<file path="src/design/rdf_div.sv">
// Restoring radix-2 divider, one quotient bit per cycle; done pulses when the last
// quotient bit is registered. No dependencies; divisor never zero here.
module rdf_div #(
   parameter int WIDTH = 64
) (
   input  logic             clock,
   input  logic             reset,
   input  logic             start,
   input  logic [WIDTH-1:0] num,
   input  logic [WIDTH-1:0] den,
   output logic             done,
   output logic [WIDTH-1:0] quo,
   output logic [WIDTH-1:0] rem
);
   localparam int CNT_BITS = $clog2(WIDTH + 1);

   logic                busy_ff, busy_in;
   logic                done_ff, done_in;
   logic [CNT_BITS-1:0] cnt_ff, cnt_in;
   logic [WIDTH-1:0]    quo_ff, quo_in;
   logic [WIDTH-1:0]    rem_ff, rem_in;
   logic [WIDTH-1:0]    den_ff, den_in;
   logic [WIDTH:0]      cand;
   logic                ge;

   assign cand = {rem_ff, quo_ff[WIDTH-1]};
   assign ge   = cand >= {1'b0, den_ff};

   always_comb begin
      busy_in = busy_ff;
      done_in = 1'b0;
      cnt_in  = cnt_ff;
      quo_in  = quo_ff;
      rem_in  = rem_ff;
      den_in  = den_ff;
      if (start) begin
         busy_in = 1'b1;
         cnt_in  = '0;
         quo_in  = num;
         rem_in  = '0;
         den_in  = den;
      end else if (busy_ff) begin
         rem_in = ge ? WIDTH'(cand - {1'b0, den_ff}) : cand[WIDTH-1:0];
         quo_in = {quo_ff[WIDTH-2:0], ge};
         cnt_in = cnt_ff + 1'b1;
         if (cnt_ff == CNT_BITS'(WIDTH - 1)) begin
            busy_in = 1'b0;
            done_in = 1'b1;
         end
      end
   end

   always_ff @(posedge clock) begin
      if (reset) begin
         busy_ff <= 1'b0;
         done_ff <= 1'b0;
         cnt_ff  <= '0;
      end else begin
         busy_ff <= busy_in;
         done_ff <= done_in;
         cnt_ff  <= cnt_in;
      end
      quo_ff <= quo_in;
      rem_ff <= rem_in;
      den_ff <= den_in;
   end

   assign done = done_ff;
   assign quo  = quo_ff;
   assign rem  = rem_ff;
endmodule

</file>
<file path="config.mk">
export PLATFORM = sky130hd
export DESIGN_NAME = rdf_div
export DESIGN_NICKNAME = d
export VERILOG_FILES = /design/src/design/rdf_div.sv
export SDC_FILE = /design/constraint.sdc
export NUM_CORES = 1
export LEC_CHECK = 0
export ABC_AREA = 1
export ABC_CLOCK_PERIOD_IN_PS = 9990
export BUFFER_PORTS_ARGS = -buffer_cell sky130_fd_sc_hd__buf_2
export CAP_MARGIN = 20
export CORE_ASPECT_RATIO = 1.1
export CORE_MARGIN = 8
export CORE_UTILIZATION = 35
export DETAILED_ROUTE_END_ITERATION = 16
export PLACE_DENSITY_LB_ADDON = 0.05
export SKIP_LAST_GASP = 1
export SLEW_MARGIN = 40
export SYNTH_ARGS = -nofsm -noshare
export SYNTH_HDL_FRONTEND = slang
export SYNTH_SLANG_ARGS = --single-unit
</file>
<file path="constraint.sdc">
create_clock -name clock -period 9.99 [get_ports clock]
set_clock_uncertainty 0.2 [all_clocks]
set_input_delay 0.999 -clock clock [delete_from_list [all_inputs] [get_ports clock]]
set_output_delay 0.999 -clock clock [all_outputs]
set_load 0.03 [all_outputs]
</file>
# Word-level counts from Yosys, hierarchy flattened
# Index checks and enable logic that the tools add are counted.
classes:
  reduce_logical: 3
  addsub: 2
  bitwise_logic: 1
  n_mux: 7
  order_cmp: 1
  n_eq_ne: 1
op_table:
  columns: ["op", "n"]
  rows:
  - ["$mux W64", 3]
  - ["$ge A65 B64 Y1", 1]
  - ["$sub A64 B64 Y64", 1]
  - ["$add A7 B1 Y7 const B", 1]
  - ["$eq A7 B6 Y1 const B", 1]
  - ["$mux W1", 4]
  - ["$reduce_or A3 Y1", 1]
  - ["$reduce_bool A2 Y1", 1]
  - ["$reduce_or A2 Y1", 1]
  - ["$not A1 Y1", 1]
totals:
  word_cells: 21
  inputBits: 131
  regBits: 201

# Longest topological paths before layout
logic_depth:
  depth_word: 4
  ltp_mapped: 19
  ltp_nobuf: 18

# Worst setup path before layout
# OpenSTA, ideal clock, no wires.
synth_path:
  kind: "input port to flip-flop"
  startpoint: "input port start"
  endpoint: "register quo_ff[0], in the netlist quo[0], enable pin"
  stages: 3
  setup_time_ns: 0.454
  path_buffers: 1
  setup_slack_ns: 6.182
  arrival_ns: 3.154
  t_required_ns: 9.336
  path_cell_list: "nor2_1 > clkinv_1 > clkbuf_1"
synth_between:
  elab_chain_cells: 1
synth_rtl:
  columns: ["item", "line", "text"]
  rows:
  - ["start: declaration", "8", "input logic start,"]
  - ["$reduce_bool A2 Y1 (no source line)", null, null]
  - ["end signal: assignment", "63", "quo_ff <= quo_in;"]
  - ["end: declaration", "20", "logic [WIDTH-1:0] quo_ff, quo_in;"]
# Every way passes these cells.
# A chain may end at the register's enable or synchronous reset.

# Worst setup path in the final report
layout_path:
  startpoint: "register den_ff[56]"
  endpoint: "register rem_ff[23], in the netlist rem[23]"
layout_between:
  elab_chain_cells: 2
layout_rtl:
  columns: ["item", "line", "text"]
  rows:
  - ["start: declaration", "22", "logic [WIDTH-1:0] den_ff, den_in;"]
  - ["start signal: assignment", "65", "den_ff <= den_in;"]
  - ["$ge A65 B64 Y1", "27", "assign ge = cand >= {1'b0, den_ff};"]
  - ["$mux W64", "43", "rem_in = ge ? WIDTH'(cand - {1'b0, den_ff}) : cand[WIDTH-1:0];"]
  - ["end signal: assignment", "64", "rem_ff <= rem_in;"]
  - ["end: declaration", "21", "logic [WIDTH-1:0] rem_ff, rem_in;"]
# Every way passes these cells.

==> impl_metrics.toml <==
[sta]
max_slew_margin = 0.465
setup_tns_ps = 0
rsz0062_at_grt = "no"
fin_hold_ws_ps = 280
setup_violations = 0
slew_violations = 0
final.min_clock_period_ps = 3450
fin_crit_sh = 0.345
finalHoldViolations = 0
max_freq_mhz = 290
worstMarginPinSlew_ps = 802

[setup_path]
start_kind = "flop"
slowest_stage = "nand2_4"
cp_max_fo = 66
cpMostUsedCell = "nand2_1"
crit_start = "den_ff[56]"
r2r_start = "den_ff[56]"
crit_family = "simple AND/OR/NAND/NOR gates"
crit_required_ps = 10240
crit_arrival_ps = 3700
max_stage_delay_ps = 530
cp_cell_sequence = "inv_1 -> ha_1 -> a21oi_2 -> inv_1 -> a21oi_1 -> nand2_1 -> a21oi_1 -> nand2_1 -> nor2_4 -> buf_6 -> nand2_4 -> nand2_1 -> nand3_1 -> o21ai_1"
criticalPathCategory = "reg -> reg"
end_kind = "flop"
path_buf_inv = 3

[layout]
final_nets = 2619
postLayoutCoreUtil = 0.412
stdcell_area_sq_mm = 0.0169
final_common_cell = "nand2_1"
layout-drive-gt1-share = 0.152
layout_common_cells = "nand2_1, inv_1, buf_2"
stdcell_count = 2962
final.fill_count = 4594
area_growth_pct = 17.0

[synthesis]
synth_seq_cells = 201
yosysWarnings = 0
syn-num-nets = 2375
syn_inst = 2178
synth_top_area_cell = "edfxtp_1"
syn_avg_cell_area_sq_um = 6.63
synth_seq_area_share = 0.367
ys_types = 42
synth_area_leaders = "edfxtp_1, nand2_1, inv_1"
synth_top_cell_area_share = 0.266
syn_area_sq_mm = 0.0144

[floorplan]
ios = 260
die_w_um = 210
core_sq_mm = 0.0410
dieHeight_um = 229
row_count = 78
initial_core_util = 0.352
dieArea_sq_mm = 0.0480

[power]
p_leak_nw = 9.47
ir_worst_vdd_v = 0.000135
power_density_mw_per_mm2 = 124

[clocking]
htree_num_levels = 1
holdBufCountCts = 0
cts-root-buf = "clkbuf_16"
cts_made_buffers = 24
clk_path_buf_depth = 3
path_clk_slew_ps = 70
cts_sinks = 201
cts_resized = 0
clk_latency_ps = 550
cts_setup_buffers = 0
tritoncts = "built"

[grt]
antenna_found_initial = 4
grt_use_total = 0.212
gr-total-overflow = 0
grt_start_max_net_pins = 88
grt_pass1_vias = 13900
grt_pass1_wl_um = 80300

[placement]
dp_cells = 2916
gp_congestion = 0.968
portBuffers = 259
dp_hpwl_um = 41600
post_dp_cell_area_sq_mm = 0.0162

[routing]
ant_nets = 0
routed_wl_um = 51500
drt_iter0_drc = 731
wl_per_cell_um = 17.4
remaining_drc_errors = 0
vias_per_cell = 4.64
top_layer = "met5"
wl_met1_um = 22800
num_vias = 13800
route.met3.wl_um = 3470
wl_met2_um = 23700
firstDrtPassIters = 5

[worst_hold_path]
worst_hold_startpoint = "rem[42]"
hold_class = "reg -> reg"

[status]
status = "completed"

[run]
drv_cap = 0
==> synth_stat cells <==
| cell | n |
|---|---|
| nand4_1 | 19 |
| dfxtp_1 | 73 |
| xnor2_1 | 28 |
| and3_2 | 1 |
| nand2_2 | 16 |
| ha_1 | 65 |
| o21bai_4 | 1 |
| nand3_4 | 1 |
| and3_1 | 1 |
| nand3_2 | 9 |
| and2_0 | 1 |
| nor4_1 | 2 |
| a21o_1 | 2 |
| buf_1 | 4 |
| nand3_1 | 144 |
| inv_2 | 9 |
| nand2_1 | 901 |
| nor2_2 | 15 |
| a31oi_1 | 1 |
| o21ai_1 | 17 |
| a31o_2 | 1 |
| o21bai_1 | 8 |
| buf_2 | 7 |
| xor2_1 | 3 |
| fa_1 | 1 |
| and2_1 | 3 |
| buf_4 | 4 |
| a21oi_2 | 2 |
| buf_8 | 1 |
| clkinv_1 | 1 |
| nor2_1 | 92 |
| nand3b_1 | 33 |
| nor2_4 | 9 |
| nor3_1 | 21 |
| or2_2 | 1 |
| clkbuf_1 | 19 |
| inv_1 | 434 |
| a21oi_1 | 53 |
| nand2_4 | 7 |
| edfxtp_1 | 128 |
| o21ai_0 | 29 |
| buf_6 | 11 |
==> area by class of cell <==
type,instances,area [sq um],share of cell area
clock inverter,7,30.0,0.00178
multi-input combinational,1487,7200,0.426
clock buffer,37,691,0.0409
timing repair buffer,264,1350,0.0797
antenna,2,5.00,0.000296
inverter,444,1670,0.0988
tap,520,651,0.0385
sequential,201,5310,0.314
==> per-stage QoR <==
stage / total power, mW / setup WS (ps)
global route: 2.20 / 6190
floorplan: 1.18 / 6180
global placement: 1.29 / 6260
detailed placement: 1.29 / 6290
finish: 2.09 / 6540
CTS: 2.13 / 6280
==> metal layers <==
metal,vias up,global-route usage
met1,6156,0.266
li1,7165,-
met4,6,0.0619
met5,-,0
met2,350,0.355
met3,75,0.0519
==> final timing paths <==
| check | endpoint | slack (ps) | cells past startpoint |
|---|---|---|---|
| worst max-delay path | rem[23] | 6540 | 14 |
| worst max register to register | rem[23] | 6540 | 14 |
| worst min register to register | rem[42] | 280 | 2 |
| worst min-delay path | rem[42] | 280 | 2 |
==> flip-flops by register name (all words and copies together), names as in the netlist <==
signal   count
den_ff      64
quo         64
rem         64
cnt_ff       7
busy_ff      1
done         1
==> worst min-delay path, stage by stage (launching register included) <==
cell and delay (ps):
dfxtp_1 330, nand2_1 70, nand2_1 40
==> logic make-up (layout without fill, tap and decap cells) <==
kind of cell             count (synthesis)  count (layout)  synth area share
buffers and inverters                  490             752             0.135
AO/OA/AOI/OAI                          114             114            0.0430
flip-flops                             201             201             0.367
adder cells (fa/ha/maj)                 66              66            0.0577
other                                    0               2                 0
AND/OR/NAND/NOR                       1276            1276             0.378
XOR/XNOR                                31              31            0.0188
==> where the power goes <==
group	internal, mW	total (mW)	switching, mW
clock network	0.472	0.823	0.351
logic	0.0915	0.303	0.211
registers	0.943	0.965	0.0225
total	1.51	2.09	0.584
Note: power is estimated with default switching activity, not from simulation.
