`config.mk`:
```
export PLATFORM = sky130hd
export DESIGN_NAME = rdf_ram
export DESIGN_NICKNAME = d
export VERILOG_FILES = /design/src/design/rdf_ram.sv
export SDC_FILE = /design/constraint.sdc
export NUM_CORES = 1
export LEC_CHECK = 0
export BUFFER_PORTS_ARGS = -buffer_cell sky130_fd_sc_hd__buf_2
export CELL_PAD_IN_SITES_DETAIL_PLACEMENT = 0
export CELL_PAD_IN_SITES_GLOBAL_PLACEMENT = 1
export CORE_MARGIN = 8
export CORE_UTILIZATION = 53
export CTS_BUF_LIST = sky130_fd_sc_hd__clkbuf_16
export CTS_CLUSTER_SIZE = 20
export DETAILED_ROUTE_END_ITERATION = 8
export GPL_TIMING_DRIVEN = 0
export PLACE_DENSITY = 0.8
export SYNTH_ARGS = -nofsm -noshare
export SYNTH_HDL_FRONTEND = slang
export SYNTH_SLANG_ARGS = --single-unit
```
`constraint.sdc`:
```
create_clock -name clock -period 2.6 [get_ports clock]
set_clock_uncertainty 0.2 [all_clocks]
set_input_delay 0.52 -clock clock [delete_from_list [all_inputs] [get_ports clock]]
set_output_delay 0.52 -clock clock [all_outputs]
set_load 0.01 [all_outputs]
```
`src/design/rdf_ram.sv`:
```
// Generic single-clock RAM, one write port, one read port, registered read data.
// No dependencies.
module rdf_ram #(
   parameter int WIDTH = 8,
   parameter int DEPTH = 16
) (
   input  logic                     clock,
   input  logic                     wr_en,
   input  logic [$clog2(DEPTH)-1:0] wr_addr,
   input  logic [WIDTH-1:0]         wr_data,
   input  logic [$clog2(DEPTH)-1:0] rd_addr,
   output logic [WIDTH-1:0]         rd_data
);
   logic [WIDTH-1:0] mem [DEPTH];

   always_ff @(posedge clock) begin
      if (wr_en) begin
         mem[wr_addr] <= wr_data;
      end
      rd_data <= mem[rd_addr];
   end
endmodule

```
## After elaboration in Yosys (flattened, before gate mapping)

Memories as Yosys holds them, arrays and structs flattened. A register that Yosys moved wholly into a read port is not among the register bits.
Index checks and enable logic that the tools add are counted.

| operators by class | value |
|---|---|
| mux-type cells | 2 |

Operators with widths:

| cell | count |
|---|---|
| 2-to-1 mux 1 bit | 2 |

| storage, ports and cells | value |
|---|---|
| memory bits (writable) | 128 |
| memories | 1 |
| output and inout port bits | 8 |
| register bits | 0 |

Memories:

| name | depth | bits a word | rd ports | clocked after Yosys merged registers in | write ports | line | text |
|---|---|---|---|---|---|---|---|
| mem | 16 | 8 | 1 | 1 | 1 | 14 | `logic [WIDTH-1:0] mem [DEPTH];` |

## Depth between registers and ports, before layout

Gate-level depths: netlist (run 1).

| logic depth | value |
|---|---|
| word-level depth | 2 |
| gate-level depth with buffers | 5 |
| gate-level depth less buffers | 3 |

## Worst setup path before layout (run 1)

OpenSTA, ideal clock, no wires.

| path | value |
|---|---|
| path kind | input to register |
| from | input port wr_addr[2] |
| to | memory mem[0][0], enable pin |
| path slack | 387 ps |
| arrival | 1,630 ps |
| path buffers | 0 |
| stages on the path | 2 |
| required time | 2,017 ps |
| cells stage by stage | or3b_2 > nor3_1 |

RTL lines:

| item | line | text |
|---|---|---|
| start, declared | 9 | `input logic [$clog2(DEPTH)-1:0] wr_addr,` |
| end, declared | 14 |  |

Straight into the memory's write port.

## Worst setup path in the final report (run 1)

| path | value |
|---|---|
| from | input port wr_addr[2] |
| to | memory mem[8][6], enable pin |

Straight into the memory's write port.

==> run_results.csv, run 1 <==
group,metric,value,unit
outcome,status,"complete, no violations",
global_route,grt.total_usage,16.45,%
finish,drive_gt1_share,28.07,%
global_route,grt_max_degree,17,
clocking,cts_max_path_buffers,2,
floorplanning,start_util,53.65,%
detailed_routing,drc,0,
global_route,overflow,0,
critical_path,cpMaxStageDelayCell,"nor3_1",
clocking,cts_tree,"built",
detailed_routing,routedWlPerCell,23.52,um
sta,whs,0.3055,ns
synth,syn_area,5147,um2
synth,synth_area_per_cell,22.48,um2
clocking,cts_inserted_buffers,17,
sta,drv_slew,0,
power,vdd_drop_max,0.5091,mV
power,power_leakage,2.036,nW
sta,relSlewSlack,3.634,%
critical_path,end_kind,"flip-flop",
clocking,post_cts_buffers,0,
critical_path,path_class,"input pin to flip-flop",
finish,fin_cells,418,
clocking,cts.reportedPaths.clkPinSlew,0.06,ns
clocking,cts.sinks,136,
critical_path,crit_family,"simple AND/OR/NAND/NOR gates",
floorplanning,fp.dieW,114.6,um
detailed_routing,drtAntennaViolNets,0,
critical_path,worst-path-buf-inv,1,
critical_path,crit_chain,"buf_2 > nand3b_1 > nor3_1",
placement,dp_hpwl,6139,um
clocking,cts_hold_buf,0,
critical_path,max_stage_delay,1.13,ns
sta,finalCritPeriodShare,84.83,%
detailed_routing,routed-via-count,2389,
synth,syn_nets,247,
sta,setup_slack,0.3944,ns
finish,regArea,4004,um2
placement,dp_slack,-0.2854,ns
clocking,cts_resized,0,
sta,tightest_slew,1.434,ns
sta,hold_viol_final,0,
critical_path,worstPathRequired,2.40,ns
synth,seq_area_frac_synth,77.78,%
global_route,antenna_found_initial,0,
min_path,hp-start,"wr_data[6]",
floorplanning,fp-row-count,36,
sta,fmax,453.4,MHz
sta,rsz0062_at_grt,"false",
critical_path,reg2reg_from,"mem[5][2]",
synth,yosys_warnings,0,
floorplanning,dieArea,13120,um2
sta,final.min_clock_period,2.206,ns
detailed_routing,first_pass_iters,5,
flow_run,max_cap_viol_count,0,
power,pwr_density_cell,833.9,nW/um2
sta,setup_tns,0,ns
placement,dp_cells,386,
placement,gp_congestion,0.7047,
min_path,holdPathStages,1,
finish,final_nets,290,
clocking,ctsRootBufferMaster,"clkbuf_16",
finish,num_antenna_cells,0,
detailed_routing,routed_wl,9832,um
min_path,min_path_type,"input pin to flip-flop",
placement,portBuffers,24,
critical_path,ff2ff_setup_slack,1.01,ns
critical_path,cp.arrival,2.01,ns
min_path,hold_end,"mem[5][6]",
detailed_routing,drtIter0Drc,176,
critical_path,worstReg2RegEnd,"rd_data[2]",
finish,multiInputGateArea,1062,um2
global_route,grt_first_pass_wirelength,14810,um
critical_path,start_kind,"input pin",
finish,syn_to_final_growth,16.75,%
detailed_routing,vias_per_cell,5.715,
global_route,grt_pass1_vias,2539,
finish,fin_util,62.64,%
critical_path,rr_worst_depth,3,
finish,fill_cells,656,
sta,setup_viol,0,
critical_path,cp_max_fo,8,
floorplanning,io_pins,26,
synth,syn_inst,229,
synth,ys_ff_latch,136,
floorplanning,dieHeight,114.6,um
floorplanning,coreArea,9594,um2
clocking,htree_levels,4,
synth,synth.distinct_cells,19,
clocking,clk_latency,0.42,ns
metrics by stage:
stage / cell area, um2 / power (W)
2_1_floorplan: 5147 / 0.002638
6_report: 6010 / 0.005011
4_1_cts: 6005 / 0.005037
3_3_place_gp: 5434 / 0.002734
5_1_grt: 6010 / 0.005148
3_5_place_dp: 5434 / 0.002746
where the power goes:
group	total, W	switching, W	internal [W]
Clock	0.00231	0.000839	0.00147
Combinational	0.000235	0.000138	0.0000973
Sequential	0.00246	0.0000114	0.00245
Total	0.00501	0.000988	0.00402
metal layers:
metal / global-route usage [%] / vias up / part of all wire (%)
li1: - / 1063 / -
met1: 21.44 / 1203 / 41
met2: 24.54 / 110 / 49
met3: 4.747 / 13 / 7.6
met4: 8.696 / 0 / 2.3
met5: 0 / - / 0
cells in the mapped netlist:
cell / n / area share, %
edfxtp_1: 128 / 75
mux4_2: 18 / 7.9
a22oi_1: 16 / 2.3
mux4_1: 14 / 7.1
nor2_1: 13 / 0.95
nand2_1: 9 / 0.66
dfxtp_1: 8 / 3.1
nor3_1: 4 / 0.39
buf_2: 3 / 0.29
buf_6: 3 / 0.66
clkdlybuf4s25_2: 3 / 0.58
nand2b_1: 2 / 0.24
nand3b_1: 2 / 0.29
and2_1: 1 / 0.12
and2b_1: 1 / 0.15
buf_4: 1 / 0.15
nand3_1: 1 / 0.097
nor2b_1: 1 / 0.12
or3b_2: 1 / 0.17
worst max-delay path by stage:
stage / start / endpoint / cells after the start
2_1_floorplan: wr_addr[2] / mem[0][0] / 2
3_3_place_gp: wr_addr[2] / mem[0][7] / 3
3_5_place_dp: wr_addr[2] / mem[0][7] / 3
4_1_cts: wr_addr[2] / mem[0][4] / 3
5_1_grt: wr_addr[2] / mem[8][3] / 3
6_report: wr_addr[2] / mem[8][6] / 3
sequential cells by signal, summed over array words and instances, names as in the netlist:
signal,count
mem,128
rd_data,8
cell type report:
class / count / share of cell area (%)
flip-flops and latches: 136 / 66.63
repair buffers: 24 / 1.999
well taps: 133 / 2.769
plain buffers: 10 / 1.437
multi-input cells: 83 / 17.68
clock buffers: 17 / 7.079
clock inverters: 15 / 2.415
logic make-up (layout without fill, tap and decap cells):
family          count (synthesis)  in the layout  synth area share (%)
flops                         136            136                 77.78
simple gates                   35             35                 3.184
mux                            32             32                 15.02
buf+inv                        10             66                 1.677
compound gates                 16             16                 2.334
placed cells by master (no fill, tap or decap):
cell type / count
edfxtp_1: 128
buf_2: 27
mux4_2: 18
clkbuf_16: 17
a22oi_1: 16
mux4_1: 14
nor2_1: 13
nand2_1: 9
dfxtp_1: 8
clkinv_2: 5
inv_1: 4
buf_6: 3
clkdlybuf4s25_2: 3
nor3_1: 3
bufinv_16: 3
nand3b_1: 2
nand2b_1: 2
clkinv_1: 2
nor2b_1: 1
buf_4: 1
and2_1: 1
and2b_1: 1
nand3_1: 1
or3b_2: 1
nor3_2: 1
clkinvlp_4: 1
Note: power is estimated with default switching activity, not from simulation.
==> inputs of run 2 (changes only) <==
- clock period: 2.6 -> 2.3 ns (I/O delays scaled with it)
==> run_results.csv, run 2 (synthesized netlist as in run 1, its figures left out) <==
group,metric,value,unit
floorplanning,coreArea,9594,um2
detailed_routing,drtIter0Drc,192,
critical_path,cp_max_fo,8,
flow_run,max_cap_viol_count,0,
critical_path,end_kind,"flip-flop",
sta,hold_viol_final,0,
finish,final_common_cell,"edfxtp_1",
sta,tightest_slew,1.387,ns
detailed_routing,routed_wl,9788,um
clocking,htree_levels,4,
clocking,cts.reportedPaths.clkPinSlew,0.05,ns
power,vdd_drop_max,0.5781,mV
finish,fill_cells,656,
sta,fmax,476.3,MHz
min_path,min_path_type,"input pin to flip-flop",
finish,final_nets,290,
power,pwr_density_cell,942.7,nW/um2
global_route,grt_max_degree,17,
finish,regArea,4004,um2
finish,fin_cells,418,
finish,num_antenna_cells,0,
sta,finalCritPeriodShare,91.29,%
floorplanning,io_pins,26,
detailed_routing,drtAntennaViolNets,0,
detailed_routing,m1WireLength,4099,um
min_path,hp-start,"wr_data[5]",
critical_path,reg2reg_from,"mem[5][2]",
detailed_routing,dr_wl_met3,764,um
clocking,cts_inserted_buffers,17,
floorplanning,fp.dieW,114.6,um
finish,multiInputGateArea,1062,um2
detailed_routing,vias_per_cell,5.773,
detailed_routing,drc,0,
finish,fin_util,62.64,%
placement,dp_cells,386,
clocking,cts_max_path_buffers,2,
detailed_routing,route.met2.wl,4607,um
clocking,cts_tree,"built",
outcome,status,"complete, no violations",
clocking,cts.sinks,136,
sta,setup_tns,0,ns
sta,drv_slew,0,
placement,gp_congestion,0.7047,
sta,relSlewSlack,6.829,%
finish,layout_common_cells,"edfxtp_1 (128), buf_2 (27), mux4_2 (18)",
detailed_routing,routed-via-count,2413,
placement,portBuffers,24,
power,power_leakage,2.036,nW
clocking,clk_latency,0.41,ns
critical_path,start_kind,"input pin",
finish,regMostFlops,"mem",
floorplanning,dieArea,13120,um2
global_route,overflow,0,
detailed_routing,first_pass_iters,4,
critical_path,crit_start,"wr_addr[2]",
finish,reg.largest.list,"mem x128, rd_data x8",
power,p_total,0.005665,W
critical_path,worstPathRequired,2.11,ns
detailed_routing,top_layer_used,"met4",
finish,largest_register_ff_count,128,
clocking,post_cts_buffers,0,
finish,syn_to_final_growth,16.75,%
clocking,ctsRootBufferMaster,"clkbuf_16",
floorplanning,start_util,53.65,%
critical_path,path_class,"input pin to flip-flop",
placement,dp_hpwl,6139,um
global_route,grt.total_usage,16.43,%
critical_path,cp.arrival,1.91,ns
sta,setup_viol,0,
sta,final.min_clock_period,2.100,ns
finish,drive_gt1_share,28.07,%
floorplanning,dieHeight,114.6,um
floorplanning,fp-row-count,36,
global_route,antenna_found_initial,0,
detailed_routing,routedWlPerCell,23.42,um
global_route,grt_pass1_vias,2537,
sta,rsz0062_at_grt,"false",
global_route,grt_first_pass_wirelength,14780,um
[run 2: routing by layer]
layer  vias to the layer above  track usage [%]
met5                         -                0
met4                         0            9.672
met3                        21            4.747
met2                       119            24.03
met1                      1216            21.47
li1                       1057                -
[run 2: final timing paths]
kind	slack, ns	depth (start not counted)	end
setup / recovery	0.20	3	mem[8][6]
setup reg to reg	0.72	3	rd_data[2]
hold / removal	0.25	1	mem[6][5]
hold reg to reg	0.48	3	rd_data[2]
[run 2: power by group]
group / switching (W) / internal [W] / total, W / leakage (nW)
logic: 0.000156 / 0.000110 / 0.000266 / 0.516
clock network: 0.000947 / 0.00167 / 0.00261 / 0.296
registers: 0.0000129 / 0.00277 / 0.00279 / 1.22
[run 2: what timing repair did]
action	in CTS	in global routing
hold buffers	0	0
endpoints found under the setup margin	8	0
resized for setup	1	0
[run 2: layout make-up]
class | count | area share (%)
Timing Repair Buffer | 24 | 1.999
Multi-Input combinational cell | 83 | 17.68
Sequential cell | 136 | 66.63
Buffer | 10 | 1.437
Clock buffer | 17 | 7.079
Tap cell | 133 | 2.769
Clock inverter | 15 | 2.415
[run 2: worst max-delay path, cell delays in order]
cell	delay (ns)
buf_2	0.11
nand3b_1	0.24
nor3_1	1.09
[run 2: through the flow]
stage          setup slack [ns]  hold slack (ns)  instance area (um2)
2_1_floorplan            0.1471           0.3589                 5147
3_3_place_gp            -0.5065           0.4541                 5434
3_5_place_dp            -0.5254           0.4689                 5434
4_1_cts                  0.1931           0.2282                 6010
5_1_grt                  0.1544           0.2411                 6010
6_report                 0.2004           0.2504                 6010
==> inputs of run 3 (changes only) <==
- PLACE_DENSITY: 0.8 -> 0.89
- SKIP_CTS_REPAIR_TIMING: not set -> 1
==> run_results.csv, run 3 (synthesized netlist as in run 1, its figures left out) <==
group,metric,value,unit
finish,num_antenna_cells,0,
finish,largest_register_ff_count,128,
min_path,min_path_type,"input pin to flip-flop",
power,clkPwrFrac,45.0,%
sta,setup_tns,0,ns
clocking,cts_tree,"built",
finish,syn_to_final_growth,16.31,%
floorplanning,dieArea,13120,um2
global_route,grt_first_pass_wirelength,15320,um
detailed_routing,first_pass_iters,4,
critical_path,worstReg2RegEnd,"rd_data[3]",
finish,reg.largest.list,"mem x128, rd_data x8",
critical_path,reg2reg_from,"mem[5][3]",
finish,fill_cells,631,
clocking,cts.reportedPaths.clkPinSlew,0.06,ns
detailed_routing,vias_per_cell,5.883,
floorplanning,fp.dieW,114.6,um
finish,layout_common_cells,"edfxtp_1 (128), buf_2 (27), mux4_2 (18)",
clocking,ctsRootBufferMaster,"clkbuf_16",
clocking,clk_latency,0.41,ns
placement,dp_cells,386,
sta,whs,0.2369,ns
finish,final_common_cell,"edfxtp_1",
power,power_leakage,2.022,nW
detailed_routing,drc,0,
min_path,holdPathStages,1,
global_route,grt_pass1_vias,2524,
finish,fin_cells,418,
critical_path,start_kind,"input pin",
clocking,cts_max_path_buffers,2,
finish,fin_util,62.40,%
sta,setup_viol,0,
finish,regMostFlops,"mem",
floorplanning,start_util,53.65,%
power,sw_frac_of_total,20.05,%
global_route,grt_max_degree,17,
sta,finalCritPeriodShare,85.75,%
detailed_routing,routedWlPerCell,24.67,um
detailed_routing,drtAntennaViolNets,0,
floorplanning,dieHeight,114.6,um
critical_path,rr_worst_depth,3,
detailed_routing,routed-via-count,2459,
power,pwr_density_cell,927.5,nW/um2
global_route,overflow,0,
sta,hold_viol_final,0,
critical_path,path_class,"input pin to flip-flop",
sta,relSlewSlack,17.01,%
sta,drv_slew,0,
floorplanning,coreArea,9594,um2
critical_path,cp.arrival,1.79,ns
clocking,cts.sinks,136,
clocking,htree_levels,4,
critical_path,end_kind,"flip-flop",
power,pwr-share-comb,4.8,%
sta,tightest_slew,1.235,ns
detailed_routing,routed_wl,10310,um
finish,finalInstanceArea,5987,um2
power,cellInternalPower,0.004439,W
finish,final_nets,290,
power,vdd_drop_max,0.5186,mV
sta,fmax,507.1,MHz
floorplanning,fp-row-count,36,
power,power.switching,0.001114,W
min_path,hp-start,"wr_data[6]",
sta,rsz0062_at_grt,"false",
critical_path,ff2ff_setup_slack,0.64,ns
min_path,hold_end,"mem[2][6]",
sta,final.min_clock_period,1.972,ns
detailed_routing,drtIter0Drc,165,
placement,portBuffers,24,
global_route,antenna_found_initial,0,
floorplanning,io_pins,26,
placement,placed_cell_area,5434,um2
critical_path,cp_max_fo,8,
placement,dp_hpwl,6109,um
finish,drive_gt1_share,28.07,%
power,seqPwrFrac,50.2,%
outcome,status,"complete, no violations",
global_route,grt.total_usage,17.12,%
critical_path,worstPathRequired,2.12,ns
flow_run,max_cap_viol_count,0,
placement,gp_congestion,0.7368,
clocking,cts_inserted_buffers,17,
## run 3: changes by cell type in the layout (fill, tap and decap cells not counted), sizes merged
cell / previous run / this run
bufinv: 3 / 2
clkinvlp: 1 / 2
## run 3: worst max-delay path by stage
stage / startpoint / to / slack, ns / cells after the start
final: wr_addr[2] / mem[8][4] / 0.33 / 3
after CTS: wr_addr[2] / mem[0][5] / -0.04 / 3
after global routing: wr_addr[3] / mem[4][3] / 0.20 / 3
after floorplan: wr_addr[2] / mem[0][0] / 0.15 / 2
after global placement: wr_addr[2] / mem[0][2] / -0.38 / 3
after detailed placement: wr_addr[2] / mem[0][2] / -0.45 / 3
## run 3: final cells by class
type                       instances  area [um2]  area share [%]
sequential                       136        4004           66.88
multi-input combinational         83        1062           17.74
clock buffer                      17       425.4           7.106
tap                              133       166.4           2.780
clock inverter                    15       122.6           2.048
timing repair buffer              24       120.1           2.006
buffer                            10       86.33           1.442
## run 3: worst max-delay path, stage by stage
cell      delay, ns
buf_2          0.11
nand3b_1       0.24
nor3_1         0.98
## run 3: metrics by stage
stage / total power [W] / setup WS [ns]
after global placement: 0.003089 / -0.3828
after detailed placement: 0.003101 / -0.4508
after floorplan: 0.002983 / 0.1471
after CTS: 0.005577 / -0.03628
final: 0.005553 / 0.3279
after global routing: 0.005707 / 0.1986
## run 3: per-layer routing
metal | track usage (%) | wire, um | up-vias
li1 | - | - | 1059
met2 | 27.17 | 5230 | 108
met3 | 5.274 | 810 | 16
met1 | 21.16 | 4087 | 1276
met4 | 7.720 | 185 | 0
met5 | 0 | 0 | -
## run 3: power by group through the flow
stage	Combinational, W	Clock [W]	Sequential (W)
floorplan	0.000141	0	0.00284
global placement	0.000258	0	0.00283
detailed placement	0.000265	0	0.00284
CTS	0.000270	0.00252	0.00279
global route	0.000287	0.00263	0.00279
finish	0.000268	0.00250	0.00279
